===== src/sha1md_pkg.sv =====
package sha1md_pkg;

  localparam int unsigned WordW     = 32;
  localparam int unsigned BlockWords = 16;
  localparam int unsigned Rounds    = 80;
  localparam int unsigned FifoDepth = 4;
  localparam int unsigned FifoPtrW  = $clog2(FifoDepth);

  localparam logic [7:0] PadByte = 8'h80;

  localparam logic [31:0] H0Init = 32'h67452301;
  localparam logic [31:0] H1Init = 32'hEFCDAB89;
  localparam logic [31:0] H2Init = 32'h98BADCFE;
  localparam logic [31:0] H3Init = 32'h10325476;
  localparam logic [31:0] H4Init = 32'hC3D2E1F0;

  localparam logic [31:0] K0 = 32'h5A827999;
  localparam logic [31:0] K1 = 32'h6ED9EBA1;
  localparam logic [31:0] K2 = 32'h8F1BBCDC;
  localparam logic [31:0] K3 = 32'hCA62C1D6;

  typedef struct packed {
    logic [31:0] data;
    logic        msg_last;
  } word_beat_t;

  typedef logic [4:0][31:0] chain_t;

  function automatic chain_t chain_init();
    chain_t h;
    h[0] = H0Init;
    h[1] = H1Init;
    h[2] = H2Init;
    h[3] = H3Init;
    h[4] = H4Init;
    return h;
  endfunction

  function automatic logic [31:0] rotl1(input logic [31:0] v);
    return {v[30:0], v[31]};
  endfunction

  function automatic logic [31:0] rotl5(input logic [31:0] v);
    return {v[26:0], v[31:27]};
  endfunction

  function automatic logic [31:0] rotl30(input logic [31:0] v);
    return {v[1:0], v[31:2]};
  endfunction

endpackage


===== src/sha1md_front.sv =====
module sha1md_front (
  input  logic                   clk_i,
  input  logic                   rst_ni,
  input  logic [7:0]             msg_byte_i,
  input  logic                   byte_present_i,
  input  logic                   message_end_i,
  input  logic                   in_valid_i,
  output logic                   in_stall_o,
  input  logic                   fifo_full_i,
  output logic                   push_o,
  output sha1md_pkg::word_beat_t push_beat_o
);
  import sha1md_pkg::*;

  logic [23:0] word_q, word_d;
  logic [1:0]  byte_cnt_q, byte_cnt_d;
  logic [3:0]  word_cnt_q, word_cnt_d;
  logic [63:0] bit_len_q, bit_len_d;
  logic        pad_q, pad_d;
  logic        first_q, first_d;
  logic        len_ok_q, len_ok_d;
  logic        accept;
  logic [31:0] pad_word;

  assign in_stall_o = pad_q | fifo_full_i;
  assign accept     = in_valid_i & ~in_stall_o;

  always_comb begin
    case (byte_cnt_q)
      2'd0:    pad_word = {PadByte, 24'h0};
      2'd1:    pad_word = {word_q[7:0], PadByte, 16'h0};
      2'd2:    pad_word = {word_q[15:0], PadByte, 8'h0};
      default: pad_word = {word_q[23:0], PadByte};
    endcase
  end

  always_comb begin
    word_d      = word_q;
    byte_cnt_d  = byte_cnt_q;
    word_cnt_d  = word_cnt_q;
    bit_len_d   = bit_len_q;
    pad_d       = pad_q;
    first_d     = first_q;
    len_ok_d    = len_ok_q;
    push_o      = 1'b0;
    push_beat_o = '{data: 32'h0, msg_last: 1'b0};

    if (accept) begin
      if (byte_present_i) begin
        word_d     = {word_q[15:0], msg_byte_i};
        byte_cnt_d = byte_cnt_q + 2'd1;
        bit_len_d  = bit_len_q + 64'd8;
        if (byte_cnt_q == 2'd3) begin
          push_o      = 1'b1;
          push_beat_o = '{data: {word_q, msg_byte_i}, msg_last: 1'b0};
          word_cnt_d  = word_cnt_q + 4'd1;
        end
      end
      if (message_end_i) begin
        pad_d    = 1'b1;
        first_d  = 1'b1;
        len_ok_d = 1'b0;
      end
    end else if (pad_q && !fifo_full_i) begin
      push_o     = 1'b1;
      word_cnt_d = word_cnt_q + 4'd1;
      first_d    = 1'b0;
      byte_cnt_d = 2'd0;
      if (first_q) begin
        push_beat_o.data = pad_word;
        len_ok_d = (word_cnt_q <= 4'd13) || (word_cnt_q == 4'd15);
      end else if (len_ok_q && word_cnt_q == 4'd14) begin
        push_beat_o.data = bit_len_q[63:32];
      end else if (len_ok_q && word_cnt_q == 4'd15) begin
        push_beat_o = '{data: bit_len_q[31:0], msg_last: 1'b1};
        // message done: return to idle
        pad_d     = 1'b0;
        len_ok_d  = 1'b0;
        bit_len_d = 64'h0;
      end else if (word_cnt_q == 4'd15) begin
        len_ok_d = 1'b1;
      end
    end
  end

  always_ff @(posedge clk_i or negedge rst_ni) begin
    if (!rst_ni) begin
      byte_cnt_q <= 2'd0;
      word_cnt_q <= 4'd0;
      bit_len_q  <= 64'h0;
      pad_q      <= 1'b0;
      first_q    <= 1'b0;
      len_ok_q   <= 1'b0;
    end else begin
      byte_cnt_q <= byte_cnt_d;
      word_cnt_q <= word_cnt_d;
      bit_len_q  <= bit_len_d;
      pad_q      <= pad_d;
      first_q    <= first_d;
      len_ok_q   <= len_ok_d;
    end
  end

  always_ff @(posedge clk_i) begin
    word_q <= word_d;
  end

endmodule


===== src/sha1md_fifo.sv =====
module sha1md_fifo (
  input  logic                   clk_i,
  input  logic                   rst_ni,
  input  logic                   push_i,
  input  sha1md_pkg::word_beat_t push_beat_i,
  output logic                   full_o,
  input  logic                   pop_i,
  output sha1md_pkg::word_beat_t pop_beat_o,
  output logic                   empty_o
);
  import sha1md_pkg::*;

  localparam int unsigned CntW = $clog2(FifoDepth + 1);

  word_beat_t            mem_q [FifoDepth];
  logic [FifoPtrW-1:0]   wr_ptr_q, rd_ptr_q;
  logic [CntW-1:0]       cnt_q;

  assign full_o     = (cnt_q == CntW'(FifoDepth));
  assign empty_o    = (cnt_q == '0);
  assign pop_beat_o = mem_q[rd_ptr_q];

  always_ff @(posedge clk_i) begin
    if (push_i) begin
      mem_q[wr_ptr_q] <= push_beat_i;
    end
  end

  always_ff @(posedge clk_i or negedge rst_ni) begin
    if (!rst_ni) begin
      wr_ptr_q <= '0;
      rd_ptr_q <= '0;
      cnt_q    <= '0;
    end else begin
      if (push_i) begin
        wr_ptr_q <= wr_ptr_q + FifoPtrW'(1);
      end
      if (pop_i) begin
        rd_ptr_q <= rd_ptr_q + FifoPtrW'(1);
      end
      case ({push_i, pop_i})
        2'b10:   cnt_q <= cnt_q + CntW'(1);
        2'b01:   cnt_q <= cnt_q - CntW'(1);
        default: cnt_q <= cnt_q;
      endcase
    end
  end

endmodule


===== src/sha1md_core.sv =====
module sha1md_core (
  input  logic                   clk_i,
  input  logic                   rst_ni,
  input  logic                   fifo_empty_i,
  input  sha1md_pkg::word_beat_t pop_beat_i,
  output logic                   pop_o,
  output logic [31:0]            digest_word_o,
  output logic                   digest_last_o,
  output logic                   out_valid_o,
  input  logic                   out_stall_i
);
  import sha1md_pkg::*;

  localparam logic [1:0] StLoad  = 2'd0;
  localparam logic [1:0] StRound = 2'd1;
  localparam logic [1:0] StAdd   = 2'd2;
  localparam logic [1:0] StOut   = 2'd3;

  logic [1:0]  state_q, state_d;
  logic [31:0] win_q [BlockWords];
  logic [31:0] win_d [BlockWords];
  logic [31:0] a_q, b_q, c_q, d_q, e_q;
  logic [31:0] a_d, b_d, c_d, d_d, e_d;
  chain_t      h_q, h_d;
  logic [6:0]  rnd_q, rnd_d;
  logic [3:0]  ld_cnt_q, ld_cnt_d;
  logic [2:0]  idx_q, idx_d;
  logic        msg_end_q, msg_end_d;
  logic        out_valid_q, out_valid_d;
  logic [31:0] out_word_q, out_word_d;
  logic        out_last_q, out_last_d;
  logic        out_free;
  logic [31:0] w, f, k, sum;

  assign out_free      = ~out_valid_q | ~out_stall_i;
  assign out_valid_o   = out_valid_q;
  assign digest_word_o = out_word_q;
  assign digest_last_o = out_last_q;
  assign pop_o         = (state_q == StLoad) && !fifo_empty_i;

  always_comb begin
    if (rnd_q < 7'd16) begin
      w = win_q[0];
    end else begin
      w = rotl1(win_q[13] ^ win_q[8] ^ win_q[2] ^ win_q[0]);
    end
    if (rnd_q < 7'd20) begin
      f = (b_q & c_q) | (~b_q & d_q);
      k = K0;
    end else if (rnd_q < 7'd40) begin
      f = b_q ^ c_q ^ d_q;
      k = K1;
    end else if (rnd_q < 7'd60) begin
      f = (b_q & c_q) | (b_q & d_q) | (c_q & d_q);
      k = K2;
    end else begin
      f = b_q ^ c_q ^ d_q;
      k = K3;
    end
    sum = rotl5(a_q) + f + e_q + k + w;
  end

  always_comb begin
    state_d     = state_q;
    win_d       = win_q;
    a_d         = a_q;
    b_d         = b_q;
    c_d         = c_q;
    d_d         = d_q;
    e_d         = e_q;
    h_d         = h_q;
    rnd_d       = rnd_q;
    ld_cnt_d    = ld_cnt_q;
    idx_d       = idx_q;
    msg_end_d   = msg_end_q;
    out_valid_d = out_valid_q & out_stall_i;
    out_word_d  = out_word_q;
    out_last_d  = out_last_q;

    unique case (state_q)
      StLoad: begin
        if (pop_o) begin
          for (int i = 0; i < BlockWords - 1; i++) begin
            win_d[i] = win_q[i+1];
          end
          win_d[BlockWords-1] = pop_beat_i.data;
          ld_cnt_d = ld_cnt_q + 4'd1;
          if (ld_cnt_q == 4'd15) begin
            msg_end_d = pop_beat_i.msg_last;
            a_d       = h_q[0];
            b_d       = h_q[1];
            c_d       = h_q[2];
            d_d       = h_q[3];
            e_d       = h_q[4];
            rnd_d     = 7'd0;
            state_d   = StRound;
          end
        end
      end
      StRound: begin
        for (int i = 0; i < BlockWords - 1; i++) begin
          win_d[i] = win_q[i+1];
        end
        win_d[BlockWords-1] = w;
        e_d   = d_q;
        d_d   = c_q;
        c_d   = rotl30(b_q);
        b_d   = a_q;
        a_d   = sum;
        rnd_d = rnd_q + 7'd1;
        if (rnd_q == 7'(Rounds - 1)) begin
          state_d = StAdd;
        end
      end
      StAdd: begin
        h_d[0] = h_q[0] + a_q;
        h_d[1] = h_q[1] + b_q;
        h_d[2] = h_q[2] + c_q;
        h_d[3] = h_q[3] + d_q;
        h_d[4] = h_q[4] + e_q;
        idx_d  = 3'd0;
        state_d = msg_end_q ? StOut : StLoad;
      end
      StOut: begin
        if (out_free) begin
          out_valid_d = 1'b1;
          out_word_d  = h_q[idx_q];
          out_last_d  = (idx_q == 3'd4);
          idx_d       = idx_q + 3'd1;
          if (idx_q == 3'd4) begin
            h_d     = chain_init();
            state_d = StLoad;
          end
        end
      end
      default: state_d = StLoad;
    endcase
  end

  always_ff @(posedge clk_i or negedge rst_ni) begin
    if (!rst_ni) begin
      state_q     <= StLoad;
      h_q         <= chain_init();
      rnd_q       <= 7'd0;
      ld_cnt_q    <= 4'd0;
      idx_q       <= 3'd0;
      msg_end_q   <= 1'b0;
      out_valid_q <= 1'b0;
    end else begin
      state_q     <= state_d;
      h_q         <= h_d;
      rnd_q       <= rnd_d;
      ld_cnt_q    <= ld_cnt_d;
      idx_q       <= idx_d;
      msg_end_q   <= msg_end_d;
      out_valid_q <= out_valid_d;
    end
  end

  always_ff @(posedge clk_i) begin
    win_q      <= win_d;
    a_q        <= a_d;
    b_q        <= b_d;
    c_q        <= c_d;
    d_q        <= d_d;
    e_q        <= e_d;
    out_word_q <= out_word_d;
    out_last_q <= out_last_d;
  end

endmodule


===== src/sha1_message_digest.sv =====
// SHA-1 message digest over a byte stream.
// Input channel: one beat carries msg_byte_i, byte_present_i and message_end_i.
// A beat with byte_present_i adds a byte; a beat with message_end_i closes the
// message (with or without a byte of its own).
// Output channel: five beats of digest_word_o, H0 first; digest_last_o marks
// the fifth.
// The front packs bytes into 32-bit words and appends padding and the 64-bit
// bit length, one word per cycle while the queue has room, into a four-word
// queue. The back loads 16 words, runs 80 rounds at one round per cycle and
// adds into the chain value. Loading does not overlap the rounds, so while
// streaming only four words wait in the queue and the rest arrive one per four
// bytes. Bytes are taken one per cycle until the queue fills; padding stalls
// the input, longest when the pad words run into a block of their own.
// After the last block the five digest words leave one per cycle, while the
// output is not stalled, through an output register. A stalled output holds
// its beat and the back waits.
// Reset clears the chain value to the initial hash values and empties the
// queue and all counters; no message is in progress afterward.
module sha1_message_digest (
  input  logic        clk_i,
  input  logic        rst_ni,
  input  logic [7:0]  msg_byte_i,
  input  logic        byte_present_i,
  input  logic        message_end_i,
  input  logic        in_valid_i,
  output logic        in_stall_o,
  output logic [31:0] digest_word_o,
  output logic        digest_last_o,
  output logic        out_valid_o,
  input  logic        out_stall_i
);
  import sha1md_pkg::*;

  word_beat_t push_beat, pop_beat;
  logic       push, pop, fifo_full, fifo_empty;

  sha1md_front u_front (
    .clk_i          (clk_i),
    .rst_ni         (rst_ni),
    .msg_byte_i     (msg_byte_i),
    .byte_present_i (byte_present_i),
    .message_end_i  (message_end_i),
    .in_valid_i     (in_valid_i),
    .in_stall_o     (in_stall_o),
    .fifo_full_i    (fifo_full),
    .push_o         (push),
    .push_beat_o    (push_beat)
  );

  sha1md_fifo u_fifo (
    .clk_i       (clk_i),
    .rst_ni      (rst_ni),
    .push_i      (push),
    .push_beat_i (push_beat),
    .full_o      (fifo_full),
    .pop_i       (pop),
    .pop_beat_o  (pop_beat),
    .empty_o     (fifo_empty)
  );

  sha1md_core u_core (
    .clk_i         (clk_i),
    .rst_ni        (rst_ni),
    .fifo_empty_i  (fifo_empty),
    .pop_beat_i    (pop_beat),
    .pop_o         (pop),
    .digest_word_o (digest_word_o),
    .digest_last_o (digest_last_o),
    .out_valid_o   (out_valid_o),
    .out_stall_i   (out_stall_i)
  );

endmodule

===== config.mk =====
export PLATFORM = sky130hd
export DESIGN_NAME = sha1_message_digest
export DESIGN_NICKNAME = d
export VERILOG_FILES = /design/src/sha1md_pkg.sv /design/src/sha1md_front.sv /design/src/sha1md_fifo.sv /design/src/sha1md_core.sv /design/src/sha1_message_digest.sv
export SDC_FILE = /design/constraint.sdc
export NUM_CORES = 2
export LEC_CHECK = 0
export BUFFER_PORTS_ARGS = -buffer_cell sky130_fd_sc_hd__buf_2
export CORE_MARGIN = 4
export CORE_UTILIZATION = 58
export CTS_BUF_LIST = sky130_fd_sc_hd__clkbuf_4 sky130_fd_sc_hd__clkbuf_8 sky130_fd_sc_hd__clkbuf_16
export DETAILED_ROUTE_END_ITERATION = 6
export GPL_ROUTABILITY_DRIVEN = 1
export PLACE_DENSITY_LB_ADDON = 0.25
export SLEW_MARGIN = 20
export SYNTH_ARGS = -nofsm -noshare
export SYNTH_HDL_FRONTEND = slang
export SYNTH_HIERARCHICAL = 1
export SYNTH_SLANG_ARGS = --single-unit

===== constraint.sdc =====
create_clock -name clk_i -period 27 [get_ports clk_i]
set_clock_uncertainty 0.2 [all_clocks]
set_input_delay 4.05 -clock clk_i [delete_from_list [all_inputs] [get_ports clk_i]]
set_output_delay 4.05 -clock clk_i [all_outputs]
set_load 0.005 [all_outputs]

# Word level (Yosys, flattened, before mapping)
# Memory sizes are Yosys's and may differ from the RTL's.
# Cells that the tools add are included.
[word_totals] regBits=987 mem_bits_rw=132 inputBits=14 out_inout_bits=35 word_cells=234 n_memories=1
[op_classes] n_addsub=19 magnitude_cmp=6 eq_ne=25 n_mux=88 bitwise_logic=20 reduce_logical=31
[memory_table] name="u_fifo.mem_q" depth=4 width=33 read_ports=1 rd_clocked_by_memory_dff=0 wr=1 line="sha1md_fifo.sv:15" rtl="word_beat_t mem_q [FifoDepth];"
[ops] cell="512-bit one-hot mux with 2 select lines" count=1
[ops] cell="32-bit 2-to-1 mux" count=19
[ops] cell="512-bit 2-to-1 mux" count=1
[ops] cell="64-bit 2-to-1 mux" count=6
[ops] cell="160-bit 2-to-1 mux" count=2
[ops] cell="160-bit one-hot mux with 2 select lines" count=1
[ops] cell="32-bit one-hot mux with 2 select lines" count=5
[ops] cell="32-bit adder" count=9
[ops] cell="33-bit 2-to-1 mux" count=5
[ops] cell="32-bit XOR" count=5
[ops] cell="32-bit AND" count=4
[ops] cell="32-bit binary-select mux with 3-bit select" count=1
[ops] cell="32-bit bitwise OR" count=3
[ops] cell="32-bit one-hot mux with 3 select lines" count=1
[ops] cell="64-bit by 4-bit adder with 64-bit output (second input constant)" count=1
[ops] cell="32-bit NOT" count=1
[ops] cell="31-bit 2-to-1 mux" count=1
[ops] cell="1-bit 2-to-1 mux" count=25
[ops] cell="2-bit 2-to-1 mux" count=9
[ops] cell="4-bit 2-to-1 mux" count=4
[ops] cell="5-bit AND reduction" count=3
[ops] cell="7-bit by 5-bit < comparator with 1-bit output (second input constant)" count=2
[ops] cell="7-bit by 6-bit < comparator with 1-bit output (second input constant)" count=2
[ops] cell="7-bit 2-to-1 mux" count=2
[ops] cell="32 further kinds" count=76

# Logic depth before layout (Yosys ltp)
[logic_depth] word_depth=11 ltp_mapped=25 mapped_depth_nobuf=22

# By module
# The synthesis kept the hierarchy.
[by_module_without_submodules] module="sha1md_core" instances=1 cells_each=3451 area_per_inst_um2=44726.6
[by_module_without_submodules] module="sha1md_front" instances=1 cells_each=606 area_per_inst_um2=5537.8
[by_module_without_submodules] module="sha1md_fifo" instances=1 cells_each=210 area_per_inst_um2=5211.2

# Worst setup path before layout
# No wires, ideal clock.
[synth_path] path_kind="register -> register" start="reg u_core.state_q[1]" end="reg u_core/win_q[0] (netlist bit) (enable)" setup_time_ns=1.557 t_arrival_ns=25.335 required_ns=25.243 setup_slack_ns=-0.093 stages_incl_launch_ff=4 period_less_slack_ns=27.093 cell_sequence="dfrtp_1 -> buf_1 -> clkbuf_1 -> a21oi_1"
[synth_between] elab_chain_len=4
[synth_rtl] item="start: declaration" line="sha1md_core.sv:19" rtl="logic [1:0] state_q, state_d;"
[synth_rtl] item="start signal: assignment" line="sha1md_core.sv:142" rtl="state_q <= StLoad;"
[synth_rtl] item="start signal: assignment" line="sha1md_core.sv:150" rtl="state_q <= state_d;"
[synth_rtl] item="2-bit logical NOT" line="sha1md_core.sv:39, sha1md_core.sv:80"
[synth_rtl] item="1-bit logical AND" line="sha1md_core.sv:39" rtl="assign pop_o = (state_q == StLoad) && !fifo_empty_i;"
[synth_rtl] item="2-bit != test (no line)"
[synth_rtl] item="2-bit AND reduction (no line) (*)"
[synth_rtl] item="end signal: assignment" line="sha1md_core.sv:161" rtl="win_q <= win_d;"
[synth_rtl] item="end: declaration" line="sha1md_core.sv:20" rtl="logic [31:0] win_q [BlockWords];"
# Every way passes the cells marked *; elsewhere a longest branch is shown, timed or not.
# A chain may end at the register's enable or synchronous reset.

# Worst setup path after layout
[layout_path] start="reg u_core.rnd_q[4]" end="reg u_core.a_q[27] (data pin)"
[layout_between] elab_chain_len=9
[layout_rtl] item="start: declaration" line="sha1md_core.sv:25" rtl="logic [6:0] rnd_q, rnd_d;"
[layout_rtl] item="start signal: assignment" line="sha1md_core.sv:152" rtl="rnd_q <= rnd_d;"
[layout_rtl] item="7-bit by 6-bit < comparator with 1-bit output" line="sha1md_core.sv:53" rtl="end else if (rnd_q < 7'd60) begin"
[layout_rtl] item="32-bit 2-to-1 mux" line="sha1md_core.sv:53"
[layout_rtl] item="32-bit 2-to-1 mux" line="sha1md_core.sv:50" rtl="end else if (rnd_q < 7'd40) begin"
[layout_rtl] item="32-bit 2-to-1 mux" line="sha1md_core.sv:47" rtl="if (rnd_q < 7'd20) begin"
[layout_rtl] item="32-bit adder (3 in series)" line="sha1md_core.sv:60" rtl="sum = rotl5(a_q) + f + e_q + k + w;"
[layout_rtl] item="32-bit adder (*)" line="sha1md_core.sv:60"
[layout_rtl] item="32-bit one-hot mux with 2 select lines (*)" line="sha1md_core.sv:80" rtl="unique case (state_q)"
[layout_rtl] item="named net u_core.a_d[27]" line="sha1md_core.sv:23" rtl="logic [31:0] a_d, b_d, c_d, d_d, e_d;"
[layout_rtl] item="end signal: assignment" line="sha1md_core.sv:162" rtl="a_q <= a_d;"
[layout_rtl] item="end: declaration" line="sha1md_core.sv:22" rtl="logic [31:0] a_q, b_q, c_q, d_q, e_q;"
# Mark *: on every way through the listed nets, which the timed path passes. The rest lies on a longest branch.

==> flow_summary.json <==
{
  "ant_nets": 0,
  "async_flop_share_pct": 22.8,
  "yosysWarnings": 6,
  "endpoint_kind": "flop",
  "critical_path.most_common_cell": "fa_1",
  "n_antenna_cell": 0,
  "drt_iter0_markers": 3569,
  "maxSlewHeadroom_pct": 25.9,
  "cts.sinks": 1116,
  "cts_tree": "built",
  "required_ps": 27230,
  "dr.pass1.iters": 7,
  "min_period_ps": 6590,
  "synth.top_cell.area_share_pct": 46.6,
  "grt_pass1_vias": 34000,
  "violations": "DRC",
  "synth_flop_cell": "edfxtp_1",
  "insertion_delay_ps": 700,
  "rows": 113,
  "routabilityCongestion": 0.891,
  "dpl.hpwl_mm": 89.8,
  "ctsHoldBuffers": 0,
  "synth_top_cell_by_area": "edfxtp_1",
  "holdCritPathClass": "reg2reg",
  "slew_viol_final": 0,
  "path_clk_slew_ps": 60,
  "seq_area_frac_synth_pct": 58.3,
  "hold_viol_final": 0,
  "setup-tns-final_ps": 0,
  "globalRouteOverflowTotal": 0,
  "fillers": 7014,
  "synth_cell_types": 94,
  "final_cell_mix": "861 x edfxtp_1, 313 x nand2_1, 261 x o21ai_0, 257 x inv_1, 252 x a21oi_1",
  "cp_slowest_cell": "fa_1",
  "routedWlPerCell_um": 23.5,
  "rsz0062_at_grt": "no",
  "path_cells": "nor3_2 -> buf_4 -> nor2_1 -> a21oi_1 -> fa_1 -> fa_1 -> fa_1 -> inv_1 -> ha_1 -> inv_1 -> fa_1 -> nor2b_1 -> o21ai_0 -> nand2b_1 -> a21o_1 -> a31oi_1 -> a21oi_1 -> a21bo_2 -> a31o_2 -> a2111oi_0 -> or3_1",
  "r2r_start": "u_core/rnd_q[4]",
  "synth_edf_count": 861,
  "synth_area_per_cell_sq_um": 13.0,
  "io_pins": 49,
  "nets": 4677,
  "htree_levels": 3,
  "grt_start_max_net_pins": 207,
  "crit_path_start_kind": "flop",
  "start_util_pct": 58.4,
  "post_cts_resize_count": 0,
  "synth_area_leaders": "edfxtp_1 47%, dfrtp_1 7.9%, ha_1 4.8%",
  "via_per_inst": 6.19,
  "maxCapViolCount": 0,
  "post_cts_buffers": 0,
  "dieArea_sq_mm": 0.101,
  "grt_usage_pct": 26.6,
  "fmax_mhz": 152,
  "status": "finished, violations left",
  "crit_family": "adder cells",
  "wl_mm": 134,
  "crit_fanout": 44,
  "path_buf_inv": 3,
  "min_from": "u_core/win_q[203]",
  "grt_pass1_wl_mm": 204,
  "tightest_slew_ps": 1100,
  "die_h_um": 317,
  "setup_slack_ps": 20410,
  "coreArea_sq_mm": 0.0950,
  "final_common_cell": "edfxtp_1",
  "die-width_um": 317,
  "ys_ff_latch": 1116,
  "crit_type": "reg2reg",
  "finalSetupViolCount": 0,
  "finalCritPeriodShare_pct": 24.4,
  "cts_max_path_buffers": 3,
  "arrival_ps": 6820,
  "synth_nets": 4619,
  "drc": 3,
  "cts_root_buffer": "clkbuf_16",
  "critical_path.max_stage_delay_ps": 590,
  "critPathLaunch": "u_core/rnd_q[4]",
  "syn-cell-area_sq_mm": 0.0555,
  "syn_inst": 4267,
  "cts_buffers": 114,
  "vias": 35200,
  "area_delta_synth_final_pct": 10.3,
  "antenna_found_initial": 0,
  "place_ws_ps": 20190,
  "drive_gt1_share_pct": 13.4,
  "io_buffer_count": 48
}
==> cells by family after synthesis <==
group	synth area share [%]
AO/OA/AOI/OAI	11.5
adder cells (fa/ha/maj)	9.33
buffers and inverters	2.92
flip-flops	58.3
XOR/XNOR	4.72
multiplexers	5.42
AND/OR/NAND/NOR	7.82
==> worst register-to-register path: stages, from the launching register on <==
cell,delay (ps)
dfrtp_1,450
nor3_2,230
buf_4,450
nor2_1,170
a21oi_1,510
fa_1,550
fa_1,590
fa_1,420
inv_1,70
ha_1,190
inv_1,60
fa_1,400
nor2b_1,110
o21ai_0,80
nand2b_1,130
a21o_1,150
a31oi_1,120
a21oi_1,490
a21bo_2,290
a31o_2,170
a2111oi_0,80
or3_1,390
==> final cells by class <==
type | instances | area (sq um) | share of cell area [%]
clock buffer | 141 | 3120 | 5.10
clock inverter | 75 | 938 | 1.53
inverter | 261 | 980 | 1.60
multi-input combinational | 2737 | 21600 | 35.3
sequential | 1116 | 32300 | 52.8
tap | 1265 | 1580 | 2.59
timing repair buffer | 95 | 647 | 1.06
==> per-stage QoR <==
| step | hold slack [ps] | cell area, sq um | cells | util [%] |
|---|---|---|---|---|
| final | 209 | 61200 | 5690 | 64.4 |
| after global routing | 197 | 61200 | 5690 | 64.4 |
| after CTS | 188 | 61200 | 5689 | 64.4 |
| after detailed placement | 205 | 57100 | 5473 | 60.1 |
| after global placement | 200 | 57100 | 5472 | 60.1 |
| after floorplan | 200 | 55500 | 4267 | - |
==> path summary, 6_finish.rpt <==
| check | to | slack, ps | cells after the start |
|---|---|---|---|
| setup reg to reg | u_core/a_q[27] | 20410 | 21 |
| hold reg to reg | u_core/win_q[235] | 210 | 0 |
| min in group asynchronous | u_core/h_q[119] | 3210 | 1 |
| hold / removal | u_core/win_q[235] | 210 | 0 |
| max in group asynchronous | u_front/bit_len_q[31] | 21360 | 3 |
| setup / recovery | u_core/a_q[27] | 20410 | 21 |
==> metal layers <==
metal  GRT usage, %  vias up  share of wire (%)
met1           39.7    17600                 44
met2           40.2     1392                 45
met4           9.31        0                3.6
met3           4.24      246                7.6
met5              0        -                  0
li1               -    16000                  -
==> sequential cells by signal, indices dropped and copies added (netlist names), 7 cells and up <==
register,count
u_fifo/mem_q,132
u_core/b_q,32
u_core/c_q,32
u_core/a_q,32
u_core/digest_word_o,32
u_front/bit_len_q,61
u_core/d_q,32
u_core/win_q,512
u_core/rnd_q,7
u_front/word_q,24
u_core/h_q,160
u_core/e_q,32
==> Yosys cell counts, drive strengths merged (8+ instances only) <==
cell type / number
dfstp: 80
or3: 19
and3: 31
and4: 12
o21ai: 274
or2: 12
nand3: 61
xor2: 109
edfxtp: 861
o31ai: 27
mux2i: 42
a31o: 10
a221o: 30
mux4: 64
nor3: 40
nor2: 245
dfrtp: 175
mux2: 100
and2: 25
o221ai: 11
a211oi: 31
o21bai: 16
xnor2: 190
nand2b: 29
a22oi: 20
a221oi: 13
o22a: 9
o21a: 33
or4: 21
a31oi: 26
nor2b: 26
nor4: 19
a32o: 8
inv: 259
nand4: 39
a22o: 51
nand2: 316
o211ai: 10
clkbuf: 118
fa: 126
a21o: 91
buf: 35
ha: 212
a21oi: 254
Power is not shown: default switching activity piles up to over one toggle a cycle in this logic, so the estimate is an artifact.
